--- src/sv/ccs_pkg.sv ---
package ccs_pkg;

  // Field widths
  localparam int unsigned CmdW   = 2;
  localparam int unsigned ModeW  = 4;
  localparam int unsigned HourW  = 5;
  localparam int unsigned MinW   = 6;
  localparam int unsigned SecW   = 6;
  localparam int unsigned DayW   = 5;
  localparam int unsigned MonW   = 4;
  localparam int unsigned YearW  = 7;
  localparam int unsigned CountW = 8;
  // working width for edits: holds -1 .. 128
  localparam int unsigned WorkW  = 9;

  // Commands
  typedef enum logic [CmdW-1:0] {
    CMD_MODE   = 2'd0,
    CMD_UP     = 2'd1,
    CMD_DOWN   = 2'd2,
    CMD_SAMPLE = 2'd3
  } ccs_cmd_e;

  // Edit mode codes
  localparam logic [ModeW-1:0] MODE_RUN    = 4'd0;
  localparam logic [ModeW-1:0] MODE_HOUR   = 4'd1;
  localparam logic [ModeW-1:0] MODE_MINUTE = 4'd2;
  localparam logic [ModeW-1:0] MODE_SECOND = 4'd3;
  localparam logic [ModeW-1:0] MODE_DAY    = 4'd4;
  localparam logic [ModeW-1:0] MODE_MONTH  = 4'd5;
  localparam logic [ModeW-1:0] MODE_YEAR   = 4'd6;
  localparam logic [ModeW-1:0] MODE_AHOUR  = 4'd7;
  localparam logic [ModeW-1:0] MODE_AMIN   = 4'd8;

  // Month numbers with short lengths
  localparam logic signed [WorkW-1:0] MonFeb = 9'sd2;
  localparam logic signed [WorkW-1:0] MonApr = 9'sd4;
  localparam logic signed [WorkW-1:0] MonJun = 9'sd6;
  localparam logic signed [WorkW-1:0] MonSep = 9'sd9;
  localparam logic signed [WorkW-1:0] MonNov = 9'sd11;

  localparam logic [CountW-1:0] CountMax = '1;
  localparam logic [SecW-1:0]   AlarmSecs = 6'd10;

  // One input transaction
  typedef struct packed {
    logic [CmdW-1:0]  cmd;
    logic [HourW-1:0] rtc_hour;
    logic [MinW-1:0]  rtc_minute;
    logic [SecW-1:0]  rtc_second;
    logic [DayW-1:0]  rtc_day;
    logic [MonW-1:0]  rtc_month;
    logic [YearW-1:0] rtc_year;
  } ccs_item_t;

  // Held time, date and alarm
  typedef struct packed {
    logic [HourW-1:0] hour;
    logic [MinW-1:0]  minute;
    logic [SecW-1:0]  second;
    logic [DayW-1:0]  day;
    logic [MonW-1:0]  month;
    logic [YearW-1:0] year;
    logic [HourW-1:0] alarm_hour;
    logic [MinW-1:0]  alarm_minute;
  } ccs_time_t;

  typedef struct packed {
    logic [ModeW-1:0]  mode;
    ccs_time_t         tm;
    logic [SecW-1:0]   last_second;
    logic [CountW-1:0] same_count;
  } ccs_state_t;

  typedef struct packed {
    logic [ModeW-1:0] mode;
    ccs_time_t        tm;
    logic             write_back;
    logic             beep;
  } ccs_result_t;

  // Wrap only the two values just outside the range
  function automatic logic signed [WorkW-1:0] wrap_field(
    input logic signed [WorkW-1:0] v,
    input logic signed [WorkW-1:0] lo,
    input logic signed [WorkW-1:0] hi
  );
    logic signed [WorkW-1:0] r;
    r = v;
    if (v == hi + 9'sd1) begin
      r = lo;
    end else if (v == lo - 9'sd1) begin
      r = hi;
    end
    return r;
  endfunction

  // Days in month; leap year every fourth year
  function automatic logic signed [WorkW-1:0] month_length(
    input logic signed [WorkW-1:0] m,
    input logic signed [WorkW-1:0] y
  );
    logic signed [WorkW-1:0] len;
    len = 9'sd31;
    if (m == MonFeb) begin
      len = (y[1:0] == 2'b00) ? 9'sd29 : 9'sd28;
    end else if (m == MonApr || m == MonJun || m == MonSep || m == MonNov) begin
      len = 9'sd30;
    end
    return len;
  endfunction

endpackage

--- src/sv/ccs_if.sv ---
// Input channel: one command per transaction
interface ccs_in_if;
  logic                         valid;
  logic                         ready;
  logic [ccs_pkg::CmdW-1:0]     cmd;
  logic [ccs_pkg::HourW-1:0]    rtc_hour;
  logic [ccs_pkg::MinW-1:0]     rtc_minute;
  logic [ccs_pkg::SecW-1:0]     rtc_second;
  logic [ccs_pkg::DayW-1:0]     rtc_day;
  logic [ccs_pkg::MonW-1:0]     rtc_month;
  logic [ccs_pkg::YearW-1:0]    rtc_year;

  modport source (
    output valid, cmd, rtc_hour, rtc_minute, rtc_second, rtc_day, rtc_month, rtc_year,
    input  ready
  );
  modport sink (
    input  valid, cmd, rtc_hour, rtc_minute, rtc_second, rtc_day, rtc_month, rtc_year,
    output ready
  );
endinterface

// Output channel: held values after each command
interface ccs_out_if;
  logic                         valid;
  logic                         ready;
  logic [ccs_pkg::ModeW-1:0]    edit_mode;
  logic [ccs_pkg::HourW-1:0]    hour_out;
  logic [ccs_pkg::MinW-1:0]     minute_out;
  logic [ccs_pkg::SecW-1:0]     second_out;
  logic [ccs_pkg::DayW-1:0]     day_out;
  logic [ccs_pkg::MonW-1:0]     month_out;
  logic [ccs_pkg::YearW-1:0]    year_out;
  logic [ccs_pkg::HourW-1:0]    alarm_hour_out;
  logic [ccs_pkg::MinW-1:0]     alarm_minute_out;
  logic                         write_back;
  logic                         beep;

  modport source (
    output valid, edit_mode, hour_out, minute_out, second_out, day_out, month_out,
           year_out, alarm_hour_out, alarm_minute_out, write_back, beep,
    input  ready
  );
  modport sink (
    input  valid, edit_mode, hour_out, minute_out, second_out, day_out, month_out,
           year_out, alarm_hour_out, alarm_minute_out, write_back, beep,
    output ready
  );
endinterface

--- src/sv/ccs_edit.sv ---
// Up/down edit of the selected field, then repair of every field
module ccs_edit (
  input  ccs_pkg::ccs_time_t        tm_i,
  input  logic [ccs_pkg::ModeW-1:0] mode_i,
  input  logic                      up_i,
  output ccs_pkg::ccs_time_t        tm_o
);

  logic signed [ccs_pkg::WorkW-1:0] delta;
  logic signed [ccs_pkg::WorkW-1:0] h, mi, s, d, mo, y, ah, am;
  logic signed [ccs_pkg::WorkW-1:0] len;

  assign delta = up_i ? 9'sd1 : -9'sd1;

  always_comb begin
    // widen without sign so that one step below zero reads as -1
    h  = signed'(9'(tm_i.hour));
    mi = signed'(9'(tm_i.minute));
    s  = signed'(9'(tm_i.second));
    d  = signed'(9'(tm_i.day));
    mo = signed'(9'(tm_i.month));
    y  = signed'(9'(tm_i.year));
    ah = signed'(9'(tm_i.alarm_hour));
    am = signed'(9'(tm_i.alarm_minute));

    case (mode_i)
      ccs_pkg::MODE_HOUR:   h  = h + delta;
      ccs_pkg::MODE_MINUTE: mi = mi + delta;
      ccs_pkg::MODE_SECOND: s  = s + delta;
      ccs_pkg::MODE_DAY:    d  = d + delta;
      ccs_pkg::MODE_MONTH:  mo = mo + delta;
      ccs_pkg::MODE_YEAR:   y  = y + delta;
      ccs_pkg::MODE_AHOUR:  ah = ah + delta;
      ccs_pkg::MODE_AMIN:   am = am + delta;
      default: ;
    endcase

    s  = ccs_pkg::wrap_field(s,  9'sd0, 9'sd59);
    mi = ccs_pkg::wrap_field(mi, 9'sd0, 9'sd59);
    h  = ccs_pkg::wrap_field(h,  9'sd0, 9'sd23);
    mo = ccs_pkg::wrap_field(mo, 9'sd1, 9'sd12);
    y  = ccs_pkg::wrap_field(y,  9'sd0, 9'sd99);

    // day depends on the repaired month and year
    len = ccs_pkg::month_length(mo, y);
    if (d == 9'sd0) begin
      d = len;
    end else if (d == len + 9'sd1) begin
      d = 9'sd1;
    end

    am = ccs_pkg::wrap_field(am, 9'sd0, 9'sd59);
    ah = ccs_pkg::wrap_field(ah, 9'sd0, 9'sd23);

    tm_o.hour         = h[ccs_pkg::HourW-1:0];
    tm_o.minute       = mi[ccs_pkg::MinW-1:0];
    tm_o.second       = s[ccs_pkg::SecW-1:0];
    tm_o.day          = d[ccs_pkg::DayW-1:0];
    tm_o.month        = mo[ccs_pkg::MonW-1:0];
    tm_o.year         = y[ccs_pkg::YearW-1:0];
    tm_o.alarm_hour   = ah[ccs_pkg::HourW-1:0];
    tm_o.alarm_minute = am[ccs_pkg::MinW-1:0];
  end

endmodule

--- src/sv/ccs_datapath.sv ---
// Next state and result for one command
module ccs_datapath (
  input  ccs_pkg::ccs_state_t  state_i,
  input  ccs_pkg::ccs_item_t   item_i,
  output ccs_pkg::ccs_state_t  state_o,
  output ccs_pkg::ccs_result_t res_o
);

  ccs_pkg::ccs_time_t edit_tm;
  ccs_pkg::ccs_cmd_e  cmd;
  logic               wb, bp;
  logic               alarm_hit, chime_hit;

  assign cmd = ccs_pkg::ccs_cmd_e'(item_i.cmd);

  ccs_edit u_edit (
    .tm_i   (state_i.tm),
    .mode_i (state_i.mode),
    .up_i   (cmd == ccs_pkg::CMD_UP),
    .tm_o   (edit_tm)
  );

  always_comb begin
    state_o   = state_i;
    wb        = 1'b0;
    bp        = 1'b0;
    alarm_hit = 1'b0;
    chime_hit = 1'b0;
    case (cmd)
      ccs_pkg::CMD_MODE: begin
        state_o.mode = (state_i.mode == ccs_pkg::MODE_AMIN) ? ccs_pkg::MODE_RUN
                                                             : state_i.mode + 4'd1;
        bp = 1'b1;
      end
      ccs_pkg::CMD_UP, ccs_pkg::CMD_DOWN: begin
        if (state_i.mode != ccs_pkg::MODE_RUN) begin
          state_o.tm = edit_tm;
          bp = 1'b1;
          wb = 1'b1;
        end
      end
      ccs_pkg::CMD_SAMPLE: begin
        if (state_i.mode == ccs_pkg::MODE_RUN) begin
          state_o.tm.hour   = item_i.rtc_hour;
          state_o.tm.minute = item_i.rtc_minute;
          state_o.tm.second = item_i.rtc_second;
          state_o.tm.day    = item_i.rtc_day;
          state_o.tm.month  = item_i.rtc_month;
          state_o.tm.year   = item_i.rtc_year;
          // count repeated samples of the same second
          if (state_i.last_second != item_i.rtc_second) begin
            state_o.last_second = item_i.rtc_second;
            state_o.same_count  = '0;
          end else if (state_i.same_count != ccs_pkg::CountMax) begin
            state_o.same_count = state_i.same_count + 8'd1;
          end
          alarm_hit = (item_i.rtc_hour == state_i.tm.alarm_hour) &&
                      (item_i.rtc_minute == state_i.tm.alarm_minute) &&
                      (item_i.rtc_second < ccs_pkg::AlarmSecs);
          chime_hit = (item_i.rtc_minute == '0) && (item_i.rtc_second == '0) &&
                      ((state_o.same_count == 8'd0) || (state_o.same_count == 8'd4));
          bp = alarm_hit || chime_hit;
        end
      end
      default: ;
    endcase
  end

  assign res_o.mode       = state_o.mode;
  assign res_o.tm         = state_o.tm;
  assign res_o.write_back = wb;
  assign res_o.beep       = bp;

endmodule

--- src/sv/clock_calendar_setter.sv ---
// Clock and calendar editor with alarm and hourly chime.
// in_i  : valid/ready channel; each transaction is a command (mode press, up,
//         down, or a clock sample carrying hour..year).
// out_o : valid/ready channel; one transaction per command, carrying the edit
//         mode, all held time/date/alarm fields, a write-back flag and a beep.
// A command taken into the input register moves on into the result register
// once that register is empty or its result is being taken.
// Throughput: one command per cycle while out_o is not stalled; the only loop
// is the state update from the input register into the held-field registers.
// Stall: while a result waits the input register can still take one command;
// with both registers full in_i.ready drops until out_o is taken.
// Reset: both channels empty, run mode, time 00:00:00, day 1, month 1,
// year 0, alarm 00:00, repeat-second counter cleared.
module clock_calendar_setter (
  input  logic             clk_i,
  input  logic             rst_ni,
  ccs_in_if.sink           in_i,
  ccs_out_if.source        out_o
);

  logic                 in_vld_q, out_vld_q;
  ccs_pkg::ccs_item_t   item_q;
  ccs_pkg::ccs_state_t  state_q, state_d;
  ccs_pkg::ccs_result_t res_q, res_d;
  logic                 advance, fire, in_acc;

  // Handshake control
  assign advance    = !out_vld_q || out_o.ready;
  assign fire       = in_vld_q && advance;
  assign in_i.ready = !in_vld_q || advance;
  assign in_acc     = in_i.valid && in_i.ready;

  // Input register
  always_ff @(posedge clk_i or negedge rst_ni) begin
    if (!rst_ni) begin
      in_vld_q <= 1'b0;
    end else if (in_acc) begin
      in_vld_q <= 1'b1;
    end else if (fire) begin
      in_vld_q <= 1'b0;
    end
  end

  always_ff @(posedge clk_i) begin
    if (in_acc) begin
      item_q.cmd        <= in_i.cmd;
      item_q.rtc_hour   <= in_i.rtc_hour;
      item_q.rtc_minute <= in_i.rtc_minute;
      item_q.rtc_second <= in_i.rtc_second;
      item_q.rtc_day    <= in_i.rtc_day;
      item_q.rtc_month  <= in_i.rtc_month;
      item_q.rtc_year   <= in_i.rtc_year;
    end
  end

  ccs_datapath u_datapath (
    .state_i (state_q),
    .item_i  (item_q),
    .state_o (state_d),
    .res_o   (res_d)
  );

  // Held state
  always_ff @(posedge clk_i or negedge rst_ni) begin
    if (!rst_ni) begin
      state_q.mode            <= ccs_pkg::MODE_RUN;
      state_q.tm.hour         <= '0;
      state_q.tm.minute       <= '0;
      state_q.tm.second       <= '0;
      state_q.tm.day          <= 5'd1;
      state_q.tm.month        <= 4'd1;
      state_q.tm.year         <= '0;
      state_q.tm.alarm_hour   <= '0;
      state_q.tm.alarm_minute <= '0;
      state_q.last_second     <= '0;
      state_q.same_count      <= '0;
    end else if (fire) begin
      state_q <= state_d;
    end
  end

  // Result register
  always_ff @(posedge clk_i or negedge rst_ni) begin
    if (!rst_ni) begin
      out_vld_q <= 1'b0;
    end else if (advance) begin
      out_vld_q <= in_vld_q;
    end
  end

  always_ff @(posedge clk_i) begin
    if (fire) begin
      res_q <= res_d;
    end
  end

  assign out_o.valid            = out_vld_q;
  assign out_o.edit_mode        = res_q.mode;
  assign out_o.hour_out         = res_q.tm.hour;
  assign out_o.minute_out       = res_q.tm.minute;
  assign out_o.second_out       = res_q.tm.second;
  assign out_o.day_out          = res_q.tm.day;
  assign out_o.month_out        = res_q.tm.month;
  assign out_o.year_out         = res_q.tm.year;
  assign out_o.alarm_hour_out   = res_q.tm.alarm_hour;
  assign out_o.alarm_minute_out = res_q.tm.alarm_minute;
  assign out_o.write_back       = res_q.write_back;
  assign out_o.beep             = res_q.beep;

endmodule

--- src/flat_wrapper.sv ---
// flat-port wrapper written by rule: the top's interface ports become plain ports
module clock_calendar_setter_flat 
  (clk_i, rst_ni, in_i_valid, in_i_cmd, in_i_rtc_hour, in_i_rtc_minute, in_i_rtc_second, in_i_rtc_day, in_i_rtc_month, in_i_rtc_year, in_i_ready, out_o_valid, out_o_edit_mode, out_o_hour_out, out_o_minute_out, out_o_second_out, out_o_day_out, out_o_month_out, out_o_year_out, out_o_alarm_hour_out, out_o_alarm_minute_out, out_o_write_back, out_o_beep, out_o_ready);
  ccs_in_if in_i_i ();
  ccs_out_if out_o_i ();
  input  logic clk_i;
  input  logic rst_ni;
  input wire logic [$bits(in_i_i.valid)-1:0] in_i_valid;
  input wire logic [$bits(in_i_i.cmd)-1:0] in_i_cmd;
  input wire logic [$bits(in_i_i.rtc_hour)-1:0] in_i_rtc_hour;
  input wire logic [$bits(in_i_i.rtc_minute)-1:0] in_i_rtc_minute;
  input wire logic [$bits(in_i_i.rtc_second)-1:0] in_i_rtc_second;
  input wire logic [$bits(in_i_i.rtc_day)-1:0] in_i_rtc_day;
  input wire logic [$bits(in_i_i.rtc_month)-1:0] in_i_rtc_month;
  input wire logic [$bits(in_i_i.rtc_year)-1:0] in_i_rtc_year;
  output wire logic [$bits(in_i_i.ready)-1:0] in_i_ready;
  output wire logic [$bits(out_o_i.valid)-1:0] out_o_valid;
  output wire logic [$bits(out_o_i.edit_mode)-1:0] out_o_edit_mode;
  output wire logic [$bits(out_o_i.hour_out)-1:0] out_o_hour_out;
  output wire logic [$bits(out_o_i.minute_out)-1:0] out_o_minute_out;
  output wire logic [$bits(out_o_i.second_out)-1:0] out_o_second_out;
  output wire logic [$bits(out_o_i.day_out)-1:0] out_o_day_out;
  output wire logic [$bits(out_o_i.month_out)-1:0] out_o_month_out;
  output wire logic [$bits(out_o_i.year_out)-1:0] out_o_year_out;
  output wire logic [$bits(out_o_i.alarm_hour_out)-1:0] out_o_alarm_hour_out;
  output wire logic [$bits(out_o_i.alarm_minute_out)-1:0] out_o_alarm_minute_out;
  output wire logic [$bits(out_o_i.write_back)-1:0] out_o_write_back;
  output wire logic [$bits(out_o_i.beep)-1:0] out_o_beep;
  input wire logic [$bits(out_o_i.ready)-1:0] out_o_ready;
  assign in_i_i.valid = in_i_valid;
  assign in_i_i.cmd = in_i_cmd;
  assign in_i_i.rtc_hour = in_i_rtc_hour;
  assign in_i_i.rtc_minute = in_i_rtc_minute;
  assign in_i_i.rtc_second = in_i_rtc_second;
  assign in_i_i.rtc_day = in_i_rtc_day;
  assign in_i_i.rtc_month = in_i_rtc_month;
  assign in_i_i.rtc_year = in_i_rtc_year;
  assign in_i_ready = in_i_i.ready;
  assign out_o_valid = out_o_i.valid;
  assign out_o_edit_mode = out_o_i.edit_mode;
  assign out_o_hour_out = out_o_i.hour_out;
  assign out_o_minute_out = out_o_i.minute_out;
  assign out_o_second_out = out_o_i.second_out;
  assign out_o_day_out = out_o_i.day_out;
  assign out_o_month_out = out_o_i.month_out;
  assign out_o_year_out = out_o_i.year_out;
  assign out_o_alarm_hour_out = out_o_i.alarm_hour_out;
  assign out_o_alarm_minute_out = out_o_i.alarm_minute_out;
  assign out_o_write_back = out_o_i.write_back;
  assign out_o_beep = out_o_i.beep;
  assign out_o_i.ready = out_o_ready;
  clock_calendar_setter u_core (.clk_i(clk_i), .rst_ni(rst_ni), .in_i(in_i_i), .out_o(out_o_i));
endmodule
--- config.mk ---
export PLATFORM = sky130hd
export DESIGN_NAME = clock_calendar_setter_flat
export DESIGN_NICKNAME = d
export VERILOG_FILES = /design/src/sv/ccs_pkg.sv /design/src/sv/ccs_if.sv /design/src/sv/ccs_edit.sv /design/src/sv/ccs_datapath.sv /design/src/sv/clock_calendar_setter.sv /design/src/flat_wrapper.sv
export SDC_FILE = /design/constraint.sdc
export NUM_CORES = 1
export LEC_CHECK = 0
export BUFFER_PORTS_ARGS = -buffer_cell sky130_fd_sc_hd__buf_2
export CORE_MARGIN = 2
export CORE_UTILIZATION = 66
export DETAILED_ROUTE_END_ITERATION = 6
export PLACE_DENSITY_LB_ADDON = 0.15
export SYNTH_ARGS = -nofsm -noshare
export SYNTH_HDL_FRONTEND = slang
export SYNTH_SLANG_ARGS = --single-unit
--- constraint.sdc ---
create_clock -name clk_i -period 10.22 [get_ports clk_i]
set_input_delay 1.022 -clock clk_i [delete_from_list [all_inputs] [get_ports clk_i]]
set_output_delay 1.022 -clock clk_i [all_outputs]
set_load 0.01 [all_outputs]
Word-level counts from Yosys, hierarchy flattened. Cells that the tools add are included.

Register bits: 149. Input bits: 39. Output and inout port bits: 52. Word-level logic and storage cells: 149.

$add $sub $neg: 11. $lt $le $gt $ge: 1. Eq/ne operators: 35. Mux-type cells: 43. Reductions and logical operators: 28.

Operators by type and width (count): 2-to-1 mux 9 bit (11); one-hot mux 33 bit (2 select lines) (1); equality test 9 x 1 -> 1 bit (second input constant) (6); 2-to-1 mux 44 bit (1); 2-to-1 mux 6 bit (6); 2-to-1 mux 33 bit (1); 2-to-1 mux 8 bit (4); 2-to-1 mux 5 bit (6); adder 6 x 9 -> 9 bit (3); adder 7 x 9 -> 9 bit (3); equality test 9 x 5 -> 1 bit (second input constant) (3); equality test 9 x 7 -> 1 bit (second input constant) (3); equality test 9 x 4 -> 1 bit (second input constant) (2); equality test 9 x 6 -> 1 bit (second input constant) (2); logical NOT 9 bit (2); equality test 4 x 3 -> 1 bit (second input constant) (4); 2-to-1 mux 7 bit (2); logical NOT 6 bit (2); 2-to-1 mux 11 bit (1); adder 5 x 9 -> 9 bit (1); adder 8 x 9 -> 9 bit (1); equality test 9 x 3 -> 1 bit (second input constant) (1); equality test 9 x 8 -> 1 bit (second input constant) (1); equality test 9 bit (1); 29 further kinds (50).

Depth between registers and ports, before layout.
Word-level depth: 19. Mapped depth: 20. Depth with buffers taken out: 19.

Modules after synthesis. A second synthesis with hierarchy kept.

Cell total of the unflattened synthesis: 1003. Area, all modules: 10408.7 um^2.

Modules (own cells, without submodules): clock_calendar_setter (times used 1, cells an instance 224, area each 5198.7 um^2, seq. area each 4156.5 um^2); ccs_edit (times used 1, cells an instance 472, area each 3246.9 um^2, seq. area each 0.0 um^2); ccs_datapath (times used 1, cells an instance 307, area each 1963.1 um^2, seq. area each 0.0 um^2).

Worst setup path before layout. OpenSTA, ideal clock, no wires.

Kind: reg-to-reg. Start: register u_core.item_q[34] (netlist name). End: register u_core.res_q, in the netlist u_core.out_o.day_out[0] (data pin). Setup time: 268 ps. Arrival time: 5554 ps. Required time: 9952 ps. Setup slack: 4398 ps. Cell stages (with the launch flop): 20. Period minus slack after synthesis: 5822 ps. Path through: edfxtp_1 > inv_1 > ha_1 > buf_2 > clkinv_1 > ha_1 > nor2b_1 > o21bai_1 > nor2b_1 > ha_1 > nand2b_1 > nor4_1 > or2_2 > or3b_1 > ha_1 > xnor2_1 > and2_1 > a21o_1 > a221oi_2 > o31ai_1.

RTL lines: end signal, assigned (line clock_calendar_setter.sv:93) `res_q <= res_d;`; end, declared (line clock_calendar_setter.sv:24) `ccs_pkg::ccs_result_t res_q, res_d;`.

==> run_results.csv <==
group,metric,value,unit
outcome,status,"completed",
global_route,grt_pass1_vias,8459,
logic_synthesis,ys_seq_area_frac,0.405,
clocking,cts_setup_buffers,0,
logic_synthesis,ys.flop_type,"edfxtp_1",
logic_synthesis,synth_warnings,0,
pwr,finalPower,3.44,mW
sta,clock_skew,0.00743,ns
clocking,holdBufCountCts,0,
pwr,pwr-share-comb,0.521,
detailed_routing,routed_wl,26.8,mm
worst_setup_path,cp_common_cell,"ha_1",
logic_synthesis,syn_nets,1198,
sta,setup_viol,0,
floorplanning,chipWidth,129,µm
floorplanning,io_pins,91,
global_route,grt_pass1_wl,42.6,mm
clocking,clk_pin_slew,0.06,ns
pwr,vdd_drop_max,0.179,mV
worst_setup_path,path_buf_inv,3,
placement,hpwlAfterDp,18.1,mm
logic_synthesis,synth_cells,1094,
worst_setup_path,crit_path_end_kind,"register",
pwr,clockPowerShare,0.176,
sta,period_share,0.535,
logic_synthesis,synth_top_cell_area_share,0.249,
pwr,cellInternalPower,1.93,mW
layout,final_area,11400,µm²
logic_synthesis,synth_seq_cells,149,
logic_synthesis,ys_async_sr_fraction,0.430,
worst_setup_path,reg2reg_from,"u_core.item_q[34]",
clocking,cts_buffers,17,
layout,fin_nets,1267,
logic_synthesis,syn_area,10300,µm²
worst_setup_path,worstPathRequired,10.39,ns
worst_setup_path,worst-path-stages,19,
worst_setup_path,slowest_stage,"clkinv_1",
flow_run,cap_violations,0,
sta,maxSlewViolCount,0,
logic_synthesis,synth_area_leaders,"edfxtp_1 25%, dfrtp_1 15%, ha_1 6.9%",
layout,syn2layout_area_growth,10.9,%
worst_setup_path,cp_cell_sequence,"inv_1 -> ha_1 -> buf_4 -> clkinv_1 -> ha_1 -> nor2b_1 -> o21bai_1 -> nor2b_1 -> ha_1 -> nand2b_1 -> nor4_1 -> or2_2 -> or3b_1 -> ha_1 -> xnor2_1 -> and2_1 -> a21o_1 -> a221oi_2 -> o31ai_1",
detailed_routing,dr.pass1.iters,6,
detailed_routing,ant_nets,0,
sta,rsz0062_at_grt,"no",
floorplanning,die_h,129,µm
global_route,grt_antenna_before_repair,0,
pwr,power_density,302,nW/µm²
logic_synthesis,synth_edf_count,85,
placement,placed_area,10800,µm²
global_route,grt_use_total,0.330,
pwr,p_leak,4.67,nW
detailed_routing,wire_per_inst,19.7,µm
pwr,p_sw,1.51,mW
sta,tightestPinTransition,1.05,ns
logic_synthesis,synth.largest_area_cell,"edfxtp_1",
worst_hold_path,min_to,"u_core.out_o.valid",
sta,relSlewSlack,0.297,
floorplanning,rows,45,
clocking,cts_resized,0,
sta,tns,0,ns
worst_setup_path,r2r_cells,19,
layout,diodes,0,
pwr,p_seq_frac,0.303,
clocking,clk_latency,0.44,ns
sta,hold_viol,0,
clocking,cts_tree,"built",
worst_hold_path,hp-class,"register to register",
worst_setup_path,reg2reg_to,"u_core.out_o.day_out[0]",
worst_setup_path,start_kind,"register",
floorplanning,die_area,16600,µm²
placement,gp_congestion,0.954,
clocking,clockRootBuffer,"clkbuf_16",
clocking,cts_buffer_depth,2,
worst_setup_path,cp_data_arrival_time,5.63,ns
worst_hold_path,hold_depth,1,
global_route,grt_max_degree,82,
worst_setup_path,crit_path_max_fanout,37,
placement,port_buffers,90,
worst_hold_path,min-delay-start,"u_core.in_vld_q",
sta,min_period,5.46,ns
worst_setup_path,cp_slowest_stage_delay,0.70,ns
clocking,htree_num_levels,4,
worst_setup_path,reg2reg_slack,4.76,ns
sta,max_freq,0.183,GHz
logic_synthesis,synth.avg_cell_area,9.39,µm²
clocking,clock_sinks,149,
detailed_routing,drt_iter0_drc,1096,
global_route,grt-ovfl-total,0,
floorplanning,initial_core_util,0.675,
logic_synthesis,ys_types,88,
detailed_routing,num_vias,9170,
detailed_routing,drc,0,
logic_synthesis,synth.most_common_cell,"nand2_1",
worst_setup_path,critPathTopFamily,"simple AND/OR/NAND/NOR gates",
floorplanning,coreArea,15200,µm²
logic_synthesis,yosys-top-cells-count,"112 x nand2_1, 99 x o21ai_0, 85 x edfxtp_1, 73 x nor2_1, 69 x a21oi_1",
layout,drive_gt1_frac,0.144,
detailed_routing,vias_per_cell,6.72,
pwr,switching_share,0.440,
worst_setup_path,path_class,"register to register",
[kinds of logic after synthesis]
family                     count (synthesis)  share of synthesized area
AOI/OAI and AO/OA                        366                      0.240
and+or+nand+nor                          347                      0.170
DFF                                      149                      0.405
buffers and inverters                    100                     0.0384
adders and majority gates                 65                     0.0850
xor gates and xnor gates                  42                     0.0358
muxes                                     25                     0.0260
[power by group through the flow]
stage                     Sequential (mW)  Combinational, mW  Clock (mW)
final                                1.04               1.79       0.606
after global routing                 1.06               1.98       0.638
after CTS                            1.03               1.75       0.610
after detailed placement             1.04               1.73           0
after global placement               1.04               1.69           0
after floorplan                     0.986               1.37           0
[layer usage]
metal / wire length (µm) / share of wire / GRT usage
met2: 12700 / 0.47 / 0.537
met1: 11000 / 0.41 / 0.440
met3: 2280 / 0.085 / 0.0636
met4: 812 / 0.030 / 0.130
met5: 0 / 0 / 0
[sequential cells by signal, summed over array words and instances, names as in the netlist, 4 cells and up]
signal / cells
u_core.state_q: 62
u_core.item_q: 35
u_core.out_o.year_out: 7
u_core.out_o.alarm_minute_out: 6
u_core.out_o.minute_out: 6
u_core.out_o.second_out: 6
u_core.out_o.alarm_hour_out: 5
u_core.out_o.day_out: 5
u_core.out_o.hour_out: 5
u_core.out_o.edit_mode: 4
u_core.out_o.month_out: 4
[worst max path at each step]
stage	from	endpoint	slack, ns
floorplan	u_core.item_q[34]	u_core.out_o.day_out[0]	4.40
global placement	u_core.item_q[34]	u_core.out_o.day_out[0]	4.96
detailed placement	u_core.item_q[34]	u_core.out_o.day_out[0]	4.86
CTS	u_core.item_q[34]	u_core.out_o.day_out[0]	4.81
global route	u_core.item_q[34]	u_core.out_o.day_out[1]	4.33
finish	u_core.item_q[34]	u_core.out_o.day_out[0]	4.76
[cell usage in the layout, fill, tap and decap left out, drive strengths merged, types with 8 or more instances in the layout]
cell type and instances:
buf 99, nand4 10, edfxtp 85, nor2 73
o31ai 24, xor2 15, nor4 16, nand2b 18
inv 51, dfrtp 62, a22oi 29, and2 10
mux2i 12, xnor2 27, nand3 18, a21o 16
nor2b 10, o21ai 103, a211oi 9, clkbuf 20
nand3b 9, ha 57, nand2 112, nor3 22
and3 8, fa 8, a31oi 14, a21oi 70
mux2 13, nor3b 9
[metrics by stage]
step	hold WS, ns	setup slack [ns]	cells	util
after global placement	0.475	4.96	1332	0.712
after CTS	0.506	4.81	1364	0.749
after global routing	0.524	4.33	1364	0.749
after floorplan	0.457	4.40	1094	-
after detailed placement	0.492	4.86	1332	0.712
final	0.505	4.76	1364	0.749
[area by class of cell]
type | instances | area, µm²
Timing Repair Buffer | 99 | 518
Sequential cell | 149 | 4160
Fill cell | 1088 | 3810
Inverter | 51 | 191
Tap cell | 188 | 235
Multi-Input combinational cell | 845 | 5720
Clock inverter | 12 | 130
Clock buffer | 20 | 437
(Power assumes the default switching activity.)
